### src/hw/rtl/stride_scheduler_top_defines.svh
// Assertion macros used by the stride scheduler RTL.
`ifndef STRIDE_SCHEDULER_TOP_DEFINES_SVH
`define STRIDE_SCHEDULER_TOP_DEFINES_SVH

// Same-cycle implication, checked out of reset.
`define SS_ASSERT_NOW(lbl, ante, cons, msg) \
    lbl: assert property (@(posedge clk) disable iff (!rst_n) (ante) |-> (cons)) else $error(msg);

// Next-cycle implication, checked out of reset.
`define SS_ASSERT_NEXT(lbl, ante, cons, msg) \
    lbl: assert property (@(posedge clk) disable iff (!rst_n) (ante) |=> (cons)) else $error(msg);

`endif

### src/hw/rtl/ss_pkg.sv
// Types and constants of the stride scheduler.
package ss_pkg;

    localparam int SLOTS     = 64;
    localparam int SLOT_W    = $clog2(SLOTS);
    localparam int PASS_W    = 32;
    localparam int PRIO_W    = 16;
    localparam int SLICE_W   = 8;
    localparam int FUNC_W    = 2;
    localparam int SLOT_IN_W = 6;
    localparam int COUNT_W   = 7;
    localparam int QUO_W     = 31;
    localparam int DIVCNT_W  = 5;

    localparam logic [PASS_W-1:0]  STRIDE_BIG   = 32'h7FFF_FFFF;
    localparam logic [SLICE_W-1:0] RELOAD_RESET = 8'd5;
    localparam logic [SLOT_W-1:0]  SCAN_LAST    = SLOT_W'(SLOTS - 1);

    typedef enum logic [FUNC_W-1:0] {
        FUNC_ENQ  = 2'd0,
        FUNC_DEQ  = 2'd1,
        FUNC_PICK = 2'd2,
        FUNC_TICK = 2'd3
    } func_t;

    typedef struct packed {
        logic [PASS_W-1:0]  pass;
        logic [PRIO_W-1:0]  prio;
        logic [SLICE_W-1:0] slice;
    } entry_t;

    localparam int ENTRY_W = $bits(entry_t);

    localparam entry_t ENTRY_RESET = '{pass: '0, prio: 16'd1, slice: '0};

endpackage

### src/hw/rtl/ss_ram.sv
// Generic single-port-write, single-port-read RAM with registered read data.
module ss_ram #(
    parameter int WIDTH = 8,
    parameter int DEPTH = 64
) (
    input  logic                     clk,
    input  logic                     we,
    input  logic [$clog2(DEPTH)-1:0] waddr,
    input  logic [WIDTH-1:0]         wdata,
    input  logic                     re,
    input  logic [$clog2(DEPTH)-1:0] raddr,
    output logic [WIDTH-1:0]         rdata
);

    logic [WIDTH-1:0] mem [DEPTH];

    always_ff @(posedge clk)
    begin
        if (we)
        begin
            mem[waddr] <= wdata;
        end
        if (re)
        begin
            rdata <= mem[raddr];
        end
    end

endmodule

### src/hw/rtl/stride_scheduler_top.sv
// Stride scheduler run queue: slot table in RAM, scan, stride divider.
//
//   channel   direction  handshake            payload
//   request   in         start & !busy        func, slot, priority_req
//   result    out        done (one cycle)     found, chosen_slot, resched, ready_count
//   config    in         cfg_valid & ready    cfg_data (slice_reload)
//
// Dequeue: the result comes in the cycle after the request. Enqueue and tick:
// table read, then write back. Pick: a one-entry-per-cycle table scan, then the
// 31-step restoring divider for 0x7FFFFFFF/priority and a write back of the pass;
// when no task is ready the divider and the write back are skipped.
// Reset clears ready and written bits at once; no clearing pass is needed.
// busy is high while a request is in flight; the result cannot be stalled.
`include "stride_scheduler_top_defines.svh"

module stride_scheduler_top (
    input  logic                          clk,
    input  logic                          rst_n,
    input  logic                          start,
    output logic                          busy,
    input  logic [ss_pkg::FUNC_W-1:0]     func,
    input  logic [ss_pkg::SLOT_IN_W-1:0]  slot,
    input  logic [ss_pkg::PRIO_W-1:0]     priority_req,
    input  logic                          cfg_valid,
    output logic                          cfg_ready,
    input  logic [ss_pkg::SLICE_W-1:0]    cfg_data,
    output logic                          done,
    output logic                          found,
    output logic [ss_pkg::SLOT_IN_W-1:0]  chosen_slot,
    output logic                          resched,
    output logic [ss_pkg::COUNT_W-1:0]    ready_count
);

    import ss_pkg::*;

    typedef enum logic [5:0] {
        S_IDLE  = 6'b000001,
        S_RMW   = 6'b000010,
        S_SCAN  = 6'b000100,
        S_DRAIN = 6'b001000,
        S_DIV   = 6'b010000,
        S_WB    = 6'b100000
    } state_t;

    state_t                 state_reg, state_next;
    func_t                  func_reg, func_next;
    logic [SLOT_W-1:0]      slot_reg, slot_next;
    logic [PRIO_W-1:0]      prio_reg, prio_next;
    logic [SLOTS-1:0]       rdy_reg, rdy_next;
    logic [SLOTS-1:0]       init_reg, init_next;
    logic [COUNT_W-1:0]     count_reg, count_next;
    logic [SLICE_W-1:0]     reload_reg;
    logic [SLOT_W-1:0]      scan_reg, scan_next;
    logic                   cmp_vld_reg, cmp_vld_next;
    logic [SLOT_W-1:0]      cmp_idx_reg, cmp_idx_next;
    logic                   have_reg, have_next;
    logic [SLOT_W-1:0]      best_idx_reg, best_idx_next;
    entry_t                 best_reg, best_next;
    logic [DIVCNT_W-1:0]    div_cnt_reg, div_cnt_next;
    logic [PRIO_W-1:0]      rem_reg, rem_next;
    logic [QUO_W-1:0]       quo_reg, quo_next;
    logic                   done_reg, done_next;
    logic                   found_reg, found_next;
    logic [SLOT_IN_W-1:0]   chosen_reg, chosen_next;
    logic                   resched_reg, resched_next;

    logic                   ram_we, ram_re;
    logic [SLOT_W-1:0]      ram_waddr, ram_raddr;
    entry_t                 ram_wdata, rd_entry;
    logic [ENTRY_W-1:0]     ram_rdata;

    logic [SLOT_W-1:0]      slot_addr_in;
    logic                   in_ok;
    entry_t                 eff_entry;
    logic [SLICE_W-1:0]     slice_dec;
    logic [PASS_W-1:0]      pass_diff;
    logic                   cmp_upd;
    logic [PRIO_W:0]        divisor;
    logic [PRIO_W:0]        rem_sh;

    ss_ram #(
        .WIDTH (ENTRY_W),
        .DEPTH (SLOTS)
    ) u_table (
        .clk   (clk),
        .we    (ram_we),
        .waddr (ram_waddr),
        .wdata (ram_wdata),
        .re    (ram_re),
        .raddr (ram_raddr),
        .rdata (ram_rdata)
    );

    assign rd_entry     = entry_t'(ram_rdata);
    assign slot_addr_in = SLOT_W'(slot);
    assign in_ok        = 32'(slot) < SLOTS;

    // entries never written read as their reset value
    assign eff_entry = init_reg[slot_reg] ? rd_entry : ENTRY_RESET;
    assign slice_dec = (eff_entry.slice != '0) ? eff_entry.slice - 8'd1 : '0;

    // wrapping signed compare against the current best
    assign pass_diff = rd_entry.pass - best_reg.pass;
    assign cmp_upd   = cmp_vld_reg && rdy_reg[cmp_idx_reg] && (!have_reg || pass_diff[PASS_W-1]);

    assign divisor = {1'b0, (best_reg.prio == '0) ? 16'd1 : best_reg.prio};
    assign rem_sh  = {rem_reg, STRIDE_BIG[div_cnt_reg]};

    always_comb
    begin
        state_next    = state_reg;
        func_next     = func_reg;
        slot_next     = slot_reg;
        prio_next     = prio_reg;
        rdy_next      = rdy_reg;
        init_next     = init_reg;
        count_next    = count_reg;
        scan_next     = scan_reg;
        cmp_vld_next  = cmp_vld_reg;
        cmp_idx_next  = cmp_idx_reg;
        have_next     = have_reg;
        best_idx_next = best_idx_reg;
        best_next     = best_reg;
        div_cnt_next  = div_cnt_reg;
        rem_next      = rem_reg;
        quo_next      = quo_reg;
        done_next     = 1'b0;
        found_next    = found_reg;
        chosen_next   = chosen_reg;
        resched_next  = resched_reg;
        ram_we        = 1'b0;
        ram_waddr     = slot_reg;
        ram_wdata     = eff_entry;
        ram_re        = 1'b0;
        ram_raddr     = slot_addr_in;

        case (state_reg)
            S_IDLE:
            begin
                if (start)
                begin
                    func_next = func_t'(func);
                    slot_next = slot_addr_in;
                    prio_next = priority_req;
                    case (func_t'(func))
                        FUNC_DEQ:
                        begin
                            if (in_ok && rdy_reg[slot_addr_in])
                            begin
                                rdy_next[slot_addr_in] = 1'b0;
                                count_next = count_reg - 7'd1;
                            end
                            done_next    = 1'b1;
                            found_next   = 1'b0;
                            chosen_next  = '0;
                            resched_next = 1'b0;
                        end
                        FUNC_PICK:
                        begin
                            scan_next    = '0;
                            cmp_vld_next = 1'b0;
                            have_next    = 1'b0;
                            state_next   = S_SCAN;
                        end
                        default:
                        begin
                            if (in_ok)
                            begin
                                ram_re     = 1'b1;
                                state_next = S_RMW;
                            end
                            else
                            begin
                                done_next    = 1'b1;
                                found_next   = 1'b0;
                                chosen_next  = '0;
                                resched_next = 1'b0;
                            end
                        end
                    endcase
                end
            end

            S_RMW:
            begin
                ram_we              = 1'b1;
                init_next[slot_reg] = 1'b1;
                done_next           = 1'b1;
                found_next          = 1'b0;
                chosen_next         = '0;
                if (func_reg == FUNC_ENQ)
                begin
                    ram_wdata = '{pass: eff_entry.pass, prio: prio_reg, slice: reload_reg};
                    if (!rdy_reg[slot_reg])
                    begin
                        rdy_next[slot_reg] = 1'b1;
                        count_next = count_reg + 7'd1;
                    end
                    resched_next = 1'b0;
                end
                else
                begin
                    ram_wdata = '{pass: eff_entry.pass, prio: eff_entry.prio, slice: slice_dec};
                    resched_next = (slice_dec == '0);
                end
                state_next = S_IDLE;
            end

            S_SCAN:
            begin
                ram_re       = 1'b1;
                ram_raddr    = scan_reg;
                cmp_vld_next = 1'b1;
                cmp_idx_next = scan_reg;
                if (cmp_upd)
                begin
                    have_next     = 1'b1;
                    best_idx_next = cmp_idx_reg;
                    best_next     = rd_entry;
                end
                if (scan_reg == SCAN_LAST)
                begin
                    state_next = S_DRAIN;
                end
                else
                begin
                    scan_next = scan_reg + SLOT_W'(1);
                end
            end

            S_DRAIN:
            begin
                cmp_vld_next = 1'b0;
                if (cmp_upd)
                begin
                    have_next     = 1'b1;
                    best_idx_next = cmp_idx_reg;
                    best_next     = rd_entry;
                end
                if (have_reg || cmp_upd)
                begin
                    div_cnt_next = DIVCNT_W'(QUO_W - 1);
                    rem_next     = '0;
                    quo_next     = '0;
                    state_next   = S_DIV;
                end
                else
                begin
                    done_next    = 1'b1;
                    found_next   = 1'b0;
                    chosen_next  = '0;
                    resched_next = 1'b0;
                    state_next   = S_IDLE;
                end
            end

            S_DIV:
            begin
                // restoring division, one quotient bit per cycle
                if (rem_sh >= divisor)
                begin
                    rem_next = PRIO_W'(rem_sh - divisor);
                    quo_next = {quo_reg[QUO_W-2:0], 1'b1};
                end
                else
                begin
                    rem_next = PRIO_W'(rem_sh);
                    quo_next = {quo_reg[QUO_W-2:0], 1'b0};
                end
                if (div_cnt_reg == '0)
                begin
                    state_next = S_WB;
                end
                else
                begin
                    div_cnt_next = div_cnt_reg - DIVCNT_W'(1);
                end
            end

            S_WB:
            begin
                ram_we       = 1'b1;
                ram_waddr    = best_idx_reg;
                ram_wdata    = '{pass: best_reg.pass + {1'b0, quo_reg},
                                 prio: best_reg.prio, slice: best_reg.slice};
                done_next    = 1'b1;
                found_next   = 1'b1;
                chosen_next  = SLOT_IN_W'(best_idx_reg);
                resched_next = 1'b0;
                state_next   = S_IDLE;
            end

            default:
            begin
                state_next = S_IDLE;
            end
        endcase
    end

    always_ff @(posedge clk or negedge rst_n)
    begin
        if (!rst_n)
        begin
            state_reg   <= S_IDLE;
            rdy_reg     <= '0;
            init_reg    <= '0;
            count_reg   <= '0;
            reload_reg  <= RELOAD_RESET;
            cmp_vld_reg <= 1'b0;
            have_reg    <= 1'b0;
            done_reg    <= 1'b0;
        end
        else
        begin
            state_reg   <= state_next;
            rdy_reg     <= rdy_next;
            init_reg    <= init_next;
            count_reg   <= count_next;
            cmp_vld_reg <= cmp_vld_next;
            have_reg    <= have_next;
            done_reg    <= done_next;
            if (cfg_valid && cfg_ready)
            begin
                reload_reg <= cfg_data;
            end
        end
    end

    always_ff @(posedge clk)
    begin
        func_reg     <= func_next;
        slot_reg     <= slot_next;
        prio_reg     <= prio_next;
        scan_reg     <= scan_next;
        cmp_idx_reg  <= cmp_idx_next;
        best_idx_reg <= best_idx_next;
        best_reg     <= best_next;
        div_cnt_reg  <= div_cnt_next;
        rem_reg      <= rem_next;
        quo_reg      <= quo_next;
        found_reg    <= found_next;
        chosen_reg   <= chosen_next;
        resched_reg  <= resched_next;
    end

    assign busy        = (state_reg != S_IDLE);
    assign cfg_ready   = 1'b1;
    assign done        = done_reg;
    assign found       = found_reg;
    assign chosen_slot = chosen_reg;
    assign resched     = resched_reg;
    assign ready_count = count_reg;

    `SS_ASSERT_NOW(a_done_idle, done, !busy, "result strobe while a request is in flight")
    `SS_ASSERT_NOW(a_count_flags, 1'b1, ready_count == 7'($countones(rdy_reg)), "ready count off")
    `SS_ASSERT_NEXT(a_deq_fast, start && !busy && func_t'(func) == FUNC_DEQ, done, "dequeue late")
    `SS_ASSERT_NOW(a_wr_state, ram_we, state_reg == S_RMW || state_reg == S_WB, "stray table write")

endmodule
### config.mk
export PLATFORM = sky130hd
export DESIGN_NAME = stride_scheduler_top
export DESIGN_NICKNAME = d
export VERILOG_FILES = /design/src/hw/rtl/ss_pkg.sv /design/src/hw/rtl/ss_ram.sv /design/src/hw/rtl/stride_scheduler_top.sv
export VERILOG_INCLUDE_DIRS = /design/src /design/src/hw/rtl
export SDC_FILE = /design/constraint.sdc
export NUM_CORES = 2
export LEC_CHECK = 0
export CORE_UTILIZATION = 50
export CTS_BUF_LIST = sky130_fd_sc_hd__clkbuf_8 sky130_fd_sc_hd__clkbuf_16
export CTS_CLUSTER_DIAMETER = 150
export CTS_CLUSTER_SIZE = 14
export DETAILED_ROUTE_END_ITERATION = 16
export DONT_BUFFER_PORTS = 1
export SLEW_MARGIN = 20
export SYNTH_ARGS = -nofsm -noshare
export SYNTH_HDL_FRONTEND = slang
export SYNTH_SLANG_ARGS = --single-unit
### constraint.sdc
create_clock -name clk -period 12.3 [get_ports clk]
set_input_delay 1.23 -clock clk [delete_from_list [all_inputs] [get_ports clk]]
set_output_delay 1.23 -clock clk [all_outputs]
set_load 0.01 [all_outputs]
======== After elaboration in Yosys (flattened, before gate mapping) ========
Memory sizes are Yosys's and may differ from the RTL's. A register that Yosys moved wholly into a read port is not among the register bits.
Cells that the tools add are included.
storage, ports and cells
  bits in writable memories ............... 3,584
  memories ................................ 2
  bits in read-only memories .............. 32
  register bits ........................... 310
  word-level logic and storage cells ...... 176
cells by class
  $add $sub $neg .......................... 8
  $lt $le $gt $ge ......................... 7
  reduce and logical (&&, ||, !) cells .... 31
  equality and inequality tests ........... 24
  multiplexer cells ....................... 77
  bitwise logic cells ..................... 4
memories
  memory            depth  bits a word  read ports  clocked after Yosys merged registers in  write ports  RTL line                     source
  u_table.mem       64     56           1           1                                        1            ss_ram.sv:15                 logic [WIDTH-1:0] mem [DEPTH];
  (name not given)  32     1            1           1                                        0            stride_scheduler_top.sv:107  assign rem_sh = {rem_reg, STRIDE_BIG[div_cnt_reg]};
operators by type and width
  cell                                                                          number
  64-bit 2-to-1 mux                                                             5
  64-bit OR                                                                     2
  64-bit case mux with 2 select lines                                           1
  56-bit case mux with 2 select lines                                           1
  6-bit 2-to-1 mux                                                              11
  64-bit bitwise AND                                                            1
  64-bit inverter                                                               1
  31-bit case mux with 2 select lines                                           1
  56-bit 2-to-1 mux                                                             1
  16-bit 2-to-1 mux                                                             3
  6-bit case mux with 4 select lines                                            2
  7-bit 2-to-1 mux                                                              5
  32-bit by 31-bit adder with 32-bit output                                     1
  16-bit case mux with 2 select lines                                           1
  32-bit subtractor                                                             1
  31-bit 2-to-1 mux                                                             1
  1-bit binary-select mux with 6-bit select                                     4
  24-bit 2-to-1 mux                                                             1
  6-bit case mux with 2 select lines                                            2
  1-bit 2-to-1 mux                                                              23
  2-bit inequality test, second input constant                                  11
  6-bit by 7-bit less-than comparator with 1-bit output, second input constant  3
  5-bit 2-to-1 mux                                                              4
  17-bit by 16-bit >= comparator with 1-bit output                              1
  other kinds (41)                                                              64

======== Longest topological paths before layout ========
  word-level depth ........................ 10
  mapped depth ............................ 19

======== By module ========
A second synthesis with hierarchy kept.
unflattened totals
  cells, all modules ...................... 7,486
  area, all modules ....................... 155,671.8 um^2
modules (own cells, without submodules)
  module                area an instance (um^2)  instances  cells each  seq. area each (um^2)
  ss_ram                137,057.7                1          5,750       109,304.8
  stride_scheduler_top  18,614.1                 1          1,736       8,572.0

======== Least setup slack after synthesis ========
Ideal clock, no wire load.
  path type ............................... flip-flop to flip-flop
  start point ............................. reg cmp_idx_reg[0]
  end point ............................... reg best_idx_reg[0] (enable)
  buffers on the path ..................... 2
  data arrival time ....................... 6.478 ns
  cell stages (with the launch flop) ...... 10
  setup slack ............................. 5.248 ns
  required time ........................... 11.725 ns
  cells stage by stage .................... edfxtp_1 -> clkbuf_1 -> buf_2 -> mux4_2 -> mux4_2 -> mux2i_1 -> nand2_1 -> o211a_1 -> o21ai_0 -> a211oi_1
between the ends
  cells in the longest elaborated chain, start to end .. 5
RTL lines
  what                                       RTL line                     source
  start: declaration                         stride_scheduler_top.sv:55   logic [SLOT_W-1:0] cmp_idx_reg, cmp_idx_next;
  start signal: assignment                   stride_scheduler_top.sv:335  cmp_idx_reg <= cmp_idx_next;
  1-bit binary-select mux with 6-bit select  stride_scheduler_top.sv:104  assign cmp_upd = cmp_vld_reg && rdy_reg[cmp_idx_reg] && (!have_reg || pass_diff[PASS_W-1]);
  1-bit 2-to-1 mux (not written as such)     stride_scheduler_top.sv:104
  1-bit logical AND (2 in a row)             stride_scheduler_top.sv:104
  2-bit AND reduction (no line)              --
  end signal: assignment                     stride_scheduler_top.sv:336  best_idx_reg <= best_idx_next;
  end: declaration                           stride_scheduler_top.sv:57   logic [SLOT_W-1:0] best_idx_reg, best_idx_next;
Every way passes these cells. The select of a mux whose other input is x is not followed.
A chain may end at the register's enable or synchronous reset.

======== Final worst setup path ========
  start point ............................. reg state_reg[5]
  end point ............................... reg u_table.rdata[5], read port of u_table.mem, data pin
between the ends
  cells in the longest elaborated chain, start to end .. 2
RTL lines
  what                                                                                                              RTL line                     source
  start: declaration                                                                                                stride_scheduler_top.sv:45   state_t state_reg, state_next;
  start signal: assignment                                                                                          stride_scheduler_top.sv:315  state_reg <= state_next;
  6-bit by 3-bit equality test with 1-bit output or 6-bit by 1-bit equality test with 1-bit output (tied branches)  stride_scheduler_top.sv:137  case (state_reg)
  1-bit case mux with 2 select lines or 6-bit 2-to-1 mux (tied branches)                                            stride_scheduler_top.sv:137
  end: declaration                                                                                                  ss_ram.sv:12                 output logic [WIDTH-1:0] rdata
Parallel ways exist; a longest one is shown, timed or not.

==> out/qor.csv <==
stage,metric,value,unit
outcome,status,completed,
drt,routedWlPerCell,38.0,um
clocking,cts_buffers,320,
setup_path,cp.required,12980,ps
sta,finalCritPeriodShare,0.496,
die,io_pins,54,
synthesis,synthArstFlopShare,0.0385,
min_path,hold_class,input port to asynchronous set/reset pin,
final_layout,syn2layout_area_growth,9.26,%
drt,wirelength,546000,um
setup_path,critPathMaxFanout,41,
drt,vias,99325,
drt,vias_per_cell,6.91,
sta,fin_skew,40.8,ps
die,die_width,569,um
setup_path,crit_path_start,state_reg[5],
setup_path,reg2reg_depth,11,
global_routing,gr-usage-all-layers,0.331,
setup_path,timing.rr.end,u_table.rdata[5],
synthesis,syn-num-nets,10195,
setup_path,critPathKind,flop to flop,
setup_path,critPathArrivalTime,6770,ps
clocking,htree_levels,5,
synthesis,yosys_warnings,0,
synthesis,synth_top_flop_cell,edfxtp_1,
power,leakage,59.8,nW
global_routing,grt_max_degree,151,
placement,io_buffers,0,
power,p_per_area,151,nW/um^2
global_routing,grt_pass1_wl,749000,um
synthesis,syn_area_per_cell,16.0,um^2
setup_path,cp-start-kind,flop,
sta,tightest_slew,1330,ps
synthesis,seq_area_frac_synth,0.733,
synthesis,synth.distinct_cells,89,
global_routing,globalRouteOverflowTotal,0,
setup_path,crit_family,simple AND/OR/NAND/NOR gates,
drt,firstDrtPassIters,8,
clocking,clock-root-buffer,clkbuf_16,
sta,rsz0062_at_grt,false,
final_layout,layout-drive-gt1-share,0.114,
sta,final_max_slew_viol_count,0,
sta,max_slew_margin,0.113,
sta,finalHoldViolations,0,
global_routing,grt_pass1_vias,93916,
setup_path,reg2reg_slack,6200,ps
clocking,clockBufferDepth,4,
sta,setup_tns,0,ps
setup_path,max_stage_delay,800,ps
final_layout,nNetsFinal,10167,
clocking,post_cts_buffers,0,
clocking,cts_tree,done,
power,ir_worst_vdd,0.119,mV
global_routing,antenna_found_initial,30,
clocking,post_cts_resize_count,0,
placement,routabilityCongestion,0.910,
setup_path,crit_path_top_delay_cell,buf_4,
clocking,ctsHoldBuffers,1,
drt,ant_nets,0,
die,core_region_area,319000,um^2
drt,drtIter0Drc,15663,
die,rows,207,
final_layout,ff_latch_area,118000,um^2
die,start_util,0.504,
placement,place_hpwl,287000,um
clocking,cts.sinks,3951,
drt,drc,0,
setup_path,regToRegStartpoint,state_reg[5],
synthesis,syn_inst,10067,
die,dieArea,324000,um^2
die,die_h,569,um
sta,setup_viol,0,
synthesis,ys_ff_latch,3951,
clocking,path_clk_slew,70,ps
placement,dp_slack,6390,ps
job,maxCapViolCount,0,
sta,clock.fmax,0.164,GHz
final_layout,nFillCells,25015,
synthesis,synth_edf_count,3798,
sta,fin_ws,6200,ps
synthesis,synth.cell_area,161000,um^2
final_layout,largest_reg_flops,3584,
setup_path,end_kind,flop,
setup_path,crit_chain,nor4_4 > nand2_1 > inv_2 > nand2_1 > nand2_4 > buf_4 > buf_4 > o221ai_1 > o22ai_1 > or3_1 > nand4_1,
clocking,clkLatencyLatePin,960,ps
setup_path,worst-path-buf-inv,3,
sta,min_period,6100,ps
final_layout,multi_input_area,41000,um^2
cell usage in the layout (no fill, tap or decap), drive strengths merged, types with 214 or more instances in the layout:
master     n
a211oi   244
and3     347
buf      309
clkbuf   324
edfxtp  3798
mux2     231
mux2i    955
nand2   1022
o21ai    261
o221ai   219
o22ai    214
kinds of logic (layout without fill, tap and decap cells):
| kind of cell | after synthesis | after routing | synth area share |
|---|---|---|---|
| other cells | 1 | 12 | 0.0000233 |
| mux | 1279 | 1279 | 0.0886 |
| simple gates | 1958 | 1958 | 0.0576 |
| buf+inv | 747 | 757 | 0.0208 |
| fa+ha+maj | 92 | 92 | 0.00730 |
| xor+xnor | 43 | 43 | 0.00234 |
| compound gates | 1996 | 1996 | 0.0905 |
| flops | 3951 | 3951 | 0.733 |
through the flow:
step | cell area, um^2 | util | hold WS, ps | instances | power, mW
final | 176000 | 0.551 | 134 | 14372 | 26.5
after detailed placement | 167000 | 0.524 | 443 | 14000 | 17.4
after global routing | 176000 | 0.551 | 120 | 14364 | 27.2
after floorplan | 161000 | - | 424 | 10067 | 16.6
after global placement | 167000 | 0.523 | 442 | 13993 | 17.4
after CTS | 176000 | 0.550 | 87.8 | 14361 | 26.6
power breakdown:
part	internal [mW]	switching, mW	total [mW]
sequential	15.0	0.107	15.1
clock	4.69	4.64	9.33
combinational	0.586	1.49	2.08
layer usage:
metal	wire, um	track usage	part of all wire	up-vias
met5	49	0	0.000090	-
met4	25100	0.136	0.046	8
met3	60400	0.0602	0.11	1177
met2	249000	0.513	0.46	6588
met1	212000	0.463	0.39	51599
li1	-	-	-	39953
worst register-to-register path, stage by stage (launching register included):
cell      delay [ps]
dfrtp_1          470
nor4_4           510
nand2_1          680
inv_2            750
nand2_1          200
nand2_4          750
buf_4            820
buf_4            760
o221ai_1         360
o22ai_1          240
or3_1            190
nand4_1          100
worst max path at each step:
stage / end / slack (ps) / cells past startpoint
3_5_place_dp: u_table.rdata[5] / 6390 / 11
4_1_cts: u_table.rdata[7] / 6360 / 11
2_1_floorplan: best_idx_reg[0] / 5250 / 9
6_report: u_table.rdata[5] / 6200 / 11
5_1_grt: u_table.rdata[7] / 6080 / 11
3_3_place_gp: u_table.mem[32][3] / 6400 / 12
Yosys cell counts (all sizes together) (18+ instances only):
library cell | number | area [um^2]
xnor2 | 29 | 254
or3 | 77 | 482
and3 | 347 | 2170
a31oi | 151 | 945
buf | 289 | 1630
o21bai | 36 | 270
a2111oi | 95 | 832
mux2i | 955 | 9560
dfrtp | 149 | 3730
mux4 | 93 | 2090
clkbuf | 370 | 1390
o31ai | 41 | 308
and2 | 43 | 269
nand2b | 53 | 332
nor2 | 172 | 646
edfxtp | 3798 | 114000
a221oi | 138 | 1210
a2bb2oi | 89 | 780
a311oi | 29 | 254
a22oi | 27 | 203
ha | 89 | 1110
a21o | 35 | 263
a21oi | 186 | 931
o22ai | 214 | 1340
a22o | 18 | 158
o221ai | 219 | 1920
nor2b | 19 | 119
nor3 | 51 | 260
nand4b | 20 | 175
inv | 85 | 319
nand2 | 1022 | 3840
nand4 | 35 | 219
o21ai | 261 | 1310
a211oi | 244 | 1830
mux2 | 231 | 2600
nand3 | 66 | 330
a311o | 105 | 1050
final cells by class:
class | count | area share
Tap cell | 4284 | 0.0305
Clock inverter | 36 | 0.00201
Multi-Input combinational cell | 5369 | 0.233
Sequential cell | 3951 | 0.671
Inverter | 88 | 0.00188
Antenna cell | 11 | 0.000157
Clock buffer | 324 | 0.0461
Timing Repair Buffer | 309 | 0.0155
Power figures use the tool's default switching activity.
